==> config.mk <==
export PLATFORM = sky130hd
export DESIGN_NAME = pid_fan_temperature_controller_top
export DESIGN_NICKNAME = d
export VERILOG_FILES = /design/src/pidfan_pkg.sv /design/src/pid_fan_temperature_controller_top.sv
export SDC_FILE = /design/constraint.sdc
export NUM_CORES = 2
export LEC_CHECK = 0
export ABC_AREA = 1
export BUFFER_PORTS_ARGS = -buffer_cell sky130_fd_sc_hd__buf_2
export CAP_MARGIN = 20
export CELL_PAD_IN_SITES_DETAIL_PLACEMENT = 2
export CELL_PAD_IN_SITES_GLOBAL_PLACEMENT = 2
export CORE_ASPECT_RATIO = 1.75
export CORE_MARGIN = 5
export CORE_UTILIZATION = 41
export CTS_CLUSTER_SIZE = 25
export DETAILED_ROUTE_END_ITERATION = 10
export GPL_TIMING_DRIVEN = 1
export HOLD_SLACK_MARGIN = 0.06
export PLACE_DENSITY = 0.87
export SLEW_MARGIN = 20
export SYNTH_ARGS = -nofsm -noshare
export SYNTH_HDL_FRONTEND = slang
export SYNTH_SLANG_ARGS = --single-unit
==> constraint.sdc <==
create_clock -name aclk -period 18.7 [get_ports aclk]
set_clock_uncertainty 0.15 [all_clocks]
set_input_delay 3.74 -clock aclk [delete_from_list [all_inputs] [get_ports aclk]]
set_output_delay 3.74 -clock aclk [all_outputs]
set_load 0.02 [all_outputs]
==> src/pidfan_pkg.sv <==
// Package for the PID fan temperature controller: widths, register indexes, constants.
package pidfan_pkg;

    localparam int TEMP_W      = 12;
    localparam int GAIN_W      = 16;
    localparam int DRIVE_W     = 16;
    localparam int WINDUP_W    = 15;
    localparam int INTEG_W     = 16;
    localparam int ERR_W       = TEMP_W + 1;
    localparam int DERR_W      = ERR_W + 1;
    localparam int SPEED_W     = 7;
    localparam int CFG_ADDR_W  = 3;
    localparam int CFG_DATA_W  = 16;
    localparam int S_TDATA_W   = 16;
    localparam int M_TDATA_W   = 24;
    localparam int RAW_W       = 34;

    localparam int GAIN_FRAC_BITS = 8;

    localparam logic signed [TEMP_W-1:0]   TEMP_LOW       = -12'sd800;
    localparam logic signed [TEMP_W-1:0]   TEMP_HIGH      = 12'sd1600;
    localparam logic [SPEED_W-1:0]         SPEED_MAX      = 7'd99;

    localparam logic signed [TEMP_W-1:0]   TARGET_RESET   = 12'sd400;
    localparam logic signed [DRIVE_W-1:0]  DRIVE_MIN_RESET = -16'sd1600;
    localparam logic signed [DRIVE_W-1:0]  DRIVE_MAX_RESET = 16'sd1600;
    localparam logic [WINDUP_W-1:0]        WINDUP_RESET   = 15'd800;

    typedef enum logic [CFG_ADDR_W-1:0] {
        REG_GAIN_P       = 3'd0,
        REG_GAIN_I       = 3'd1,
        REG_GAIN_D       = 3'd2,
        REG_TARGET_TEMP  = 3'd3,
        REG_DRIVE_MIN    = 3'd4,
        REG_DRIVE_MAX    = 3'd5,
        REG_WINDUP_LIMIT = 3'd6
    } cfg_reg_t;

endpackage

==> src/pid_fan_temperature_controller_top.sv <==
// Top level of the PID fan temperature controller.
// A sample passes through the input register, then the result register, to m_axis.
// Throughput: one transaction per cycle unless m_axis_tready stalls; unless a sample is rejected,
// integral and previous error update in the same cycle the result loads, so the next sample sees them.
// Reset (aresetn low, synchronous) clears valids and state, and loads the
// default gains, setpoint, drive range and windup limit.
module pid_fan_temperature_controller_top (
    input  logic                                  aclk,
    input  logic                                  aresetn,
    input  logic                                  cfg_wr_en,
    input  logic [pidfan_pkg::CFG_ADDR_W-1:0]     cfg_addr,
    input  logic [pidfan_pkg::CFG_DATA_W-1:0]     cfg_wdata,
    input  logic                                  s_axis_tvalid,
    output logic                                  s_axis_tready,
    input  logic [pidfan_pkg::S_TDATA_W-1:0]      s_axis_tdata,  // [11:0] sample_temp
    input  logic                                  s_axis_tuser,  // [0] sensor_fault
    output logic                                  m_axis_tvalid,
    input  logic                                  m_axis_tready,
    output logic [pidfan_pkg::M_TDATA_W-1:0]      m_axis_tdata,  // [6:0] fan_speed, [22:7] control_output
    output logic                                  m_axis_tuser   // [0] fault_seen
);

    localparam int TW = pidfan_pkg::TEMP_W;
    localparam int GW = pidfan_pkg::GAIN_W;
    localparam int DW = pidfan_pkg::DRIVE_W;
    localparam int WW = pidfan_pkg::WINDUP_W;
    localparam int IW = pidfan_pkg::INTEG_W;
    localparam int EW = pidfan_pkg::ERR_W;
    localparam int XW = pidfan_pkg::DERR_W;
    localparam int SW = pidfan_pkg::SPEED_W;
    localparam int RW = pidfan_pkg::RAW_W;

    // configuration
    logic signed [GW-1:0] gain_p_reg, gain_i_reg, gain_d_reg;
    logic signed [TW-1:0] target_reg;
    logic signed [DW-1:0] drive_min_reg, drive_max_reg;
    logic [WW-1:0]        windup_reg;

    // state
    logic signed [IW-1:0] integ_reg, integ_next;
    logic signed [EW-1:0] prev_err_reg;

    // input stage
    logic                 in_valid_reg;
    logic signed [TW-1:0] in_sample_reg;
    logic                 in_fault_reg;

    // result stage
    logic                 out_valid_reg;
    logic [SW-1:0]        out_speed_reg, out_speed_next;
    logic                 out_fault_reg, out_fault_next;
    logic signed [DW-1:0] out_ctrl_reg, out_ctrl_next;

    logic out_ready, advance, reject;

    logic signed [EW-1:0]   err;
    logic signed [IW:0]     integ_sum, windup_pos, windup_neg, integ_clamped;
    logic signed [XW-1:0]   derr;
    logic signed [GW+EW-1:0] prod_p;
    logic signed [GW+IW-1:0] prod_i;
    logic signed [GW+XW-1:0] prod_d;
    logic signed [RW-1:0]   raw_sum, raw_shift;
    logic signed [DW-1:0]   ctrl_val;
    logic signed [DW:0]     ctrl_neg;
    logic [DW-4:0]          speed_wide;

    assign out_ready     = !out_valid_reg || m_axis_tready;
    assign advance       = in_valid_reg && out_ready;
    assign s_axis_tready = !in_valid_reg || out_ready;

    assign reject = in_fault_reg || (in_sample_reg < pidfan_pkg::TEMP_LOW)
                    || (in_sample_reg > pidfan_pkg::TEMP_HIGH);

    always_comb begin
        err        = EW'(target_reg) - EW'(in_sample_reg);
        integ_sum  = (IW+1)'(integ_reg) + (IW+1)'(err);
        windup_pos = signed'({2'b00, windup_reg});
        windup_neg = -windup_pos;
        if (integ_sum > windup_pos) begin
            integ_clamped = windup_pos;
        end else if (integ_sum < windup_neg) begin
            integ_clamped = windup_neg;
        end else begin
            integ_clamped = integ_sum;
        end
        integ_next = integ_clamped[IW-1:0];
        derr       = XW'(err) - XW'(prev_err_reg);
        prod_p     = gain_p_reg * err;
        prod_i     = gain_i_reg * integ_next;
        prod_d     = gain_d_reg * derr;
        raw_sum    = RW'(prod_p) + RW'(prod_i) + RW'(prod_d);
        raw_shift  = raw_sum >>> pidfan_pkg::GAIN_FRAC_BITS;
        if (raw_shift > RW'(drive_max_reg)) begin
            ctrl_val = drive_max_reg;
        end else if (raw_shift < RW'(drive_min_reg)) begin
            ctrl_val = drive_min_reg;
        end else begin
            ctrl_val = raw_shift[DW-1:0];
        end
        ctrl_neg   = -((DW+1)'(ctrl_val));
        speed_wide = ctrl_neg[DW:4];
        if (reject) begin
            out_speed_next = '0;
            out_fault_next = 1'b1;
            out_ctrl_next  = '0;
        end else begin
            out_fault_next = 1'b0;
            out_ctrl_next  = ctrl_val;
            if (!ctrl_val[DW-1]) begin
                out_speed_next = '0;
            end else if (speed_wide > (DW-3)'(pidfan_pkg::SPEED_MAX)) begin
                out_speed_next = pidfan_pkg::SPEED_MAX;
            end else begin
                out_speed_next = speed_wide[SW-1:0];
            end
        end
    end

    always_ff @(posedge aclk) begin
        if (!aresetn) begin
            gain_p_reg    <= '0;
            gain_i_reg    <= '0;
            gain_d_reg    <= '0;
            target_reg    <= pidfan_pkg::TARGET_RESET;
            drive_min_reg <= pidfan_pkg::DRIVE_MIN_RESET;
            drive_max_reg <= pidfan_pkg::DRIVE_MAX_RESET;
            windup_reg    <= pidfan_pkg::WINDUP_RESET;
        end else if (cfg_wr_en) begin
            unique case (cfg_addr)
                pidfan_pkg::REG_GAIN_P:       gain_p_reg    <= cfg_wdata;
                pidfan_pkg::REG_GAIN_I:       gain_i_reg    <= cfg_wdata;
                pidfan_pkg::REG_GAIN_D:       gain_d_reg    <= cfg_wdata;
                pidfan_pkg::REG_TARGET_TEMP:  target_reg    <= cfg_wdata[TW-1:0];
                pidfan_pkg::REG_DRIVE_MIN:    drive_min_reg <= cfg_wdata;
                pidfan_pkg::REG_DRIVE_MAX:    drive_max_reg <= cfg_wdata;
                pidfan_pkg::REG_WINDUP_LIMIT: windup_reg    <= cfg_wdata[WW-1:0];
                default: ;
            endcase
        end
    end

    always_ff @(posedge aclk) begin
        if (!aresetn) begin
            in_valid_reg  <= 1'b0;
            out_valid_reg <= 1'b0;
            integ_reg     <= '0;
            prev_err_reg  <= '0;
        end else begin
            if (s_axis_tready) begin
                in_valid_reg <= s_axis_tvalid;
            end
            if (out_ready) begin
                out_valid_reg <= in_valid_reg;
            end
            if (advance && !reject) begin
                integ_reg    <= integ_next;
                prev_err_reg <= err;
            end
        end
    end

    always_ff @(posedge aclk) begin
        if (s_axis_tready && s_axis_tvalid) begin
            in_sample_reg <= s_axis_tdata[TW-1:0];
            in_fault_reg  <= s_axis_tuser;
        end
        if (advance) begin
            out_speed_reg <= out_speed_next;
            out_fault_reg <= out_fault_next;
            out_ctrl_reg  <= out_ctrl_next;
        end
    end

    assign m_axis_tvalid = out_valid_reg;
    assign m_axis_tdata  = {1'b0, out_ctrl_reg, out_speed_reg};
    assign m_axis_tuser  = out_fault_reg;

endmodule

# Word-level counts from Yosys, hierarchy flattened

Cells that the tools add are included.

Bits in registers: 175
Bits in latches: 0
Memory bits (writable): 0
ROM bits: 0
Output and inout bits: 27
Word-level logic and storage cells: 67
Memories: 0

$add $sub $neg: 7
Multiply operators: 3
Divide/modulo/power cells: 0
$lt $le $gt $ge: 7
Eq/ne operators: 6
Shifts and indexed selects: 0
Mux-type cells: 6
Bitwise gates (word level): 1
Reduce and logical (&&, ||, !) cells: 20

Operators by type and width:

| kind                   | number |
|---|---|
| $mux W16               | 4 |
| $add A33 B30 Y34       | 1 |
| $add A29 B32 Y33       | 1 |
| $mul A16 B16 Y32       | 1 |
| $mul A16 B14 Y30       | 1 |
| $mul A16 B13 Y29       | 1 |
| $gt A26 B16 Y1         | 1 |
| $lt A26 B16 Y1         | 1 |
| $add A16 B13 Y17       | 1 |
| $gt A17 B16 Y1         | 1 |
| $lt A17 B17 Y1         | 1 |
| $neg A15 Y17           | 1 |
| $neg A16 Y17           | 1 |
| $reduce_and A2 Y1      | 7 |
| $sub A13 B13 Y14       | 1 |
| $gt A13 B7 Y1 const B  | 1 |
| $sub A12 B12 Y13       | 1 |
| $gt A12 B12 Y1 const B | 1 |
| $lt A12 B11 Y1 const B | 1 |
| $eq A3 B3 Y1 const B   | 3 |
| $mux W7                | 1 |
| $eq A3 B2 Y1 const B   | 2 |
| $logic_or A1 B1 Y1     | 4 |
| $eq A3 B1 Y1 const B   | 1 |
| 7 further kinds        | 11 |

# Logic depth before layout (Yosys ltp)

Depth in word-level cells: 14
Mapped depth: 98

# Worst setup path before layout

OpenSTA, ideal clock, no wires.

Path type: flip-flop to flip-flop
Start point: register in_sample_reg[0]
End point: register out_speed_reg[0], data pin
Data arrival time: 14,556 ps
Setup slack: 3,737 ps
Stages on the path, launching flop included: 86
Path buffers: 3
Period minus slack after synthesis: 14,963 ps
Path through: edfxtp_1 > ha_1 > fa_1 > nand3b_1 > and2_1 > inv_1 > a21oi_1 > inv_1 > a21oi_1 > o21ai_0 > or2_2 > nand2_1 > inv_1 > clkbuf_1 > ha_1 > a21oi_1 > a21boi_1 > o21ai_2 > (+50 left out) > nand2_2 > nand2_2 > nand2_2 > buf_6 > nand3_2 > nand2_1 > nand2_1 > nand2_2 > nor2_4 > nand2_1 > nor2_1 > nand2_1 > nand2_1 > nand2_1 > nor2_2 > nand3_2 > nor2_1 > nor2_1

Longest elaborated chain between the ends: 14
Elaborated cells on any way between the ends: 25
Those cells by class: add/sub: 6; mul: 3; order compare: 7; mux: 5; bitwise: 1; reduce/logical: 3

Ends and longest elaborated chain:

| item                     | RTL line                                  | RTL |
|---|---|---|
| start: declaration       | pid_fan_temperature_controller_top.sv:45  | `logic signed [TW-1:0] in_sample_reg;` |
| start signal: assignment | pid_fan_temperature_controller_top.sv:164 | `in_sample_reg <= s_axis_tdata[TW-1:0];` |
| $sub A12 B12 Y13 (*)     | pid_fan_temperature_controller_top.sv:75  | `err = EW'(target_reg) - EW'(in_sample_reg);` |
| via err[8]               | pid_fan_temperature_controller_top.sv:56  | `logic signed [EW-1:0] err;` |
| $add A16 B13 Y17         | pid_fan_temperature_controller_top.sv:76  | `integ_sum = (IW+1)'(integ_reg) + (IW+1)'(err);` |
| $lt A17 B17 Y1           | pid_fan_temperature_controller_top.sv:81  | `end else if (integ_sum < windup_neg) begin` |
| $mux W16                 | pid_fan_temperature_controller_top.sv:81  |  |
| $mux W16                 | pid_fan_temperature_controller_top.sv:79  | `if (integ_sum > windup_pos) begin` |
| $mul A16 B16 Y32         | pid_fan_temperature_controller_top.sv:89  | `prod_i = gain_i_reg * integ_next;` |
| $add A29 B32 Y33         | pid_fan_temperature_controller_top.sv:91  | `raw_sum = RW'(prod_p) + RW'(prod_i) + RW'(prod_d);` |
| $add A33 B30 Y34 (*)     | pid_fan_temperature_controller_top.sv:91  |  |
| $lt A26 B16 Y1           | pid_fan_temperature_controller_top.sv:95  | `end else if (raw_shift < RW'(drive_min_reg)) begin` |
| $mux W16                 | pid_fan_temperature_controller_top.sv:95  |  |
| $mux W16 (*)             | pid_fan_temperature_controller_top.sv:93  | `if (raw_shift > RW'(drive_max_reg)) begin` |
| $neg A16 Y17             | pid_fan_temperature_controller_top.sv:100 | `ctrl_neg = -((DW+1)'(ctrl_val));` |
| $gt A13 B7 Y1            | pid_fan_temperature_controller_top.sv:111 | `end else if (speed_wide > (DW-3)'(pidfan_pkg::SPEED_MAX)) begin` |
| $mux W7                  | pid_fan_temperature_controller_top.sv:111 |  |
| end signal: assignment   | pid_fan_temperature_controller_top.sv:168 | `out_speed_reg <= out_speed_next;` |
| end: declaration         | pid_fan_temperature_controller_top.sv:50  | `logic [SW-1:0] out_speed_reg, out_speed_next;` |

The timed path passes the listed nets; every way through them passes the cells marked *.
A chain may end at the register's enable or synchronous reset.

# Worst setup path in the final report

Start point: register in_sample_reg[2]
End point: register out_speed_reg[5], data pin

Longest elaborated chain between the ends: 14
Elaborated cells on any way between the ends: 25
Those cells by class: add/sub: 6; mul: 3; order compare: 7; mux: 5; bitwise: 1; reduce/logical: 3

Ends and longest elaborated chain:

| item             | RTL line |
|---|---|
| $sub A12 B12 Y13 | pid_fan_temperature_controller_top.sv:75 |
| $add A16 B13 Y17 | pid_fan_temperature_controller_top.sv:76 |
| $lt A17 B17 Y1   | pid_fan_temperature_controller_top.sv:81 |
| $mux W16         | pid_fan_temperature_controller_top.sv:81 |
| $mux W16         | pid_fan_temperature_controller_top.sv:79 |
| $mul A16 B16 Y32 | pid_fan_temperature_controller_top.sv:89 |
| $add A29 B32 Y33 | pid_fan_temperature_controller_top.sv:91 |
| $add A33 B30 Y34 | pid_fan_temperature_controller_top.sv:91 |
| $lt A26 B16 Y1   | pid_fan_temperature_controller_top.sv:95 |
| $mux W16         | pid_fan_temperature_controller_top.sv:95 |
| $mux W16         | pid_fan_temperature_controller_top.sv:93 |
| $neg A16 Y17     | pid_fan_temperature_controller_top.sv:100 |
| $gt A13 B7 Y1    | pid_fan_temperature_controller_top.sv:111 |
| $mux W7          | pid_fan_temperature_controller_top.sv:111 |

Parallel ways exist; a longest one is shown, timed or not.

==> impl_metrics.tcl <==
set metrics [dict create \
    status "finished with violations" \
    violations "setup timing" \
    tns_ps -2240 \
    routed_via_density 6.36 \
    core-area_um2 91400 \
    period_needed_ps 19080 \
    cts.htree.levels 4 \
    synth_edf_count 37 \
    tritoncts "done" \
    dieHeight_um 410 \
    vias 37359 \
    ant_nets 0 \
    nets 5799 \
    ys_seq_area_frac 0.103 \
    hold_depth 2 \
    max_cap_viol_count 0 \
    synth_nets 5627 \
    netlist_area_um2 37500 \
    grt_pass1_vias 43844 \
    hold_violations 0 \
    grt_pass1_wl_um 303000 \
    required_ps 18890 \
    slew_headroom 0.143 \
    ioPinCount 68 \
    placementRows 147 \
    clk_pin_slew_ps 100 \
    worst-path-stages 85 \
    maxSlewViolCount 0 \
    cts_buffers 17 \
    globalRoute.totalOverflow 0 \
    initial_core_util 0.411 \
    r2r_cells 85 \
    wl_um 231000 \
    cts_sinks 175 \
    insertion_delay_ps 590 \
    die_x_um 239 \
    critPathLaunchType "flop" \
    min_path_type "flop to flop" \
    drc 0 \
    seqCellArea_um2 3870 \
    grt_use_met3 0.122 \
    drtIter0Drc 3494 \
    syn_to_final_growth_pct 10.8 \
    setup_ws_ps -382 \
    gp_congestion 0.943 \
    path_common_cell "nand2_1" \
    worst_pin_slew_ps 1280 \
    top_usage_layer "met2" \
    fmax_ghz 0.0524 \
    ctsLongestPathBuffers 2 \
    ys_warn_count 0 \
    root_buffer "clkbuf_16" \
    synth_cells 4482 \
    gr-usage-met1 0.401 \
    syn_avg_cell_area_um2 8.38 \
    timing_worst_setup_path_type "flop to flop" \
    antenna_found_initial 20 \
    critPathMaxStageDelay_ps 660 \
    final.period_utilization 1.02 \
    ys.flop_type "dfxtp_1" \
    dr.pass1.iters 5 \
    cp_max_fo 11 \
    synthDistinctLibCells 55 \
    finalSetupViolCount 7 \
    multi_input_area_um2 28900 \
    end_kind "flop" \
    wl_per_cell_um 39.4 \
    synth_seq_cells 175 \
    critPathBufInv 21 \
    cpLargestDelayFamily "adder cells" \
    cp_slowest_cell "fa_1" \
    io_buffer_count 62 \
    dp.final_hpwl_um 150000 \
    groute.usage.overall 0.429 \
    fp.dieArea_um2 98000 \
    layout-drive-gt1-share 0.0945 \
    synthArstFlopShare 0 \
    worstPathArrival_ps 19270 \
    fillerInstances 9964 \
    grt_max_degree 89 \
    grt_use_met2 0.725 \
]
[synthesized netlist by cell type (16+ instances only)]
cell type  instances  share of area
inv_1           1170           0.12
fa_1             832           0.44
nand2_1          741          0.074
nor2_1           417          0.042
ha_1             272          0.091
a21oi_1          221          0.029
o21ai_0          165          0.022
dfxtp_1          138          0.074
clkbuf_1          96         0.0096
nand3_1           90          0.012
xor2_1            46          0.011
edfxtp_1          37          0.030
o211ai_1          34         0.0068
xnor2_1           19         0.0044
nand2_2           18         0.0030
nor3_1            16         0.0021
[worst paths after layout]
check,from,endpoint,slack (ps)
worst max-delay path,in_sample_reg[2],out_speed_reg[5],-380
worst min-delay path,target_reg[0],target_reg[0],380
worst max register to register,in_sample_reg[2],out_speed_reg[5],-380
worst min register to register,target_reg[0],target_reg[0],380
[layout by cell type (no fill, tap or decap), types with 4 or more instances in the layout]
master,Yosys,final
inv_1,1170,1166
fa_1,832,829
nand2_1,741,737
nor2_1,417,408
ha_1,272,268
a21oi_1,221,220
buf_4,13,207
o21ai_0,165,156
dfxtp_1,138,138
nand3_1,90,86
buf_2,10,61
xor2_1,46,41
edfxtp_1,37,37
o211ai_1,34,34
xnor2_1,19,19
nand2_2,18,18
clkbuf_16,0,17
inv_2,14,16
diode_2,0,15
clkinv_1,15,15
or2_2,15,15
nor3_1,16,15
nand4_1,15,15
buf_12,0,12
nor2_2,5,11
o21ai_1,6,10
nand3_2,6,9
o21ai_2,5,7
nand2_4,1,7
nor2_4,4,7
a21o_1,6,6
xor2_2,0,5
clkinv_8,0,5
inv_12,0,5
nor4_1,4,4
[per-stage QoR]
| step | setup slack, ps | cell area [um2] | hold WS (ps) | util | std cells |
|---|---|---|---|---|---|
| final | -382 | 41600 | 379 | 0.455 | 5874 |
| after global routing | -692 | 41600 | 396 | 0.455 | 5863 |
| after CTS | 4.18 | 41200 | 378 | 0.450 | 5845 |
| after detailed placement | 110 | 40500 | 324 | 0.443 | 5811 |
| after global placement | 1280 | 40500 | 298 | 0.443 | 5811 |
| after floorplan | 3740 | 37500 | 285 | - | 4482 |
[cell type report]
class,count,area share
inverters,1199,0.108
well taps,1192,0.0358
diodes,15,0.000902
repair buffers,286,0.0530
clock inverters,15,0.00514
clock buffers,17,0.0102
flip-flops and latches,175,0.0931
multi-input cells,2975,0.694
[kinds of logic (layout without fill, tap and decap cells)]
group / count (synthesis) / in the layout / synth area share
AOI/OAI and AO/OA: 461 / 461 / 0.0663
buffers and inverters: 1334 / 1517 / 0.136
xor gates and xnor gates: 65 / 65 / 0.0152
and+or+nand+nor: 1342 / 1344 / 0.145
DFF: 175 / 175 / 0.103
adders and majority gates: 1104 / 1104 / 0.534
other: 1 / 16 / 0.0000999
[worst min-delay path, stage by stage, from the launching register on]
cell and delay [ps]:
dfxtp_1 330, inv_1 90, a21oi_1 80
[metal layers]
layer	part of all wire	vias to the layer above
met4	0.15	10
li1	-	13522
met1	0.29	18672
met2	0.47	3165
met5	0.00041	-
met3	0.093	1990
[what timing repair did]
item / CTS / global route
cloned: 0 / 2
pin swaps: 1 / 12
gates resized for setup: 15 / 62
buffers inserted: 2 / 10
hold buffers: 0 / 0
endpoints found under the setup margin: 7 / 12
Power is left out: the tool's default activity adds up to more than one toggle a clock period on the data nets, which glitch-free logic cannot reach.
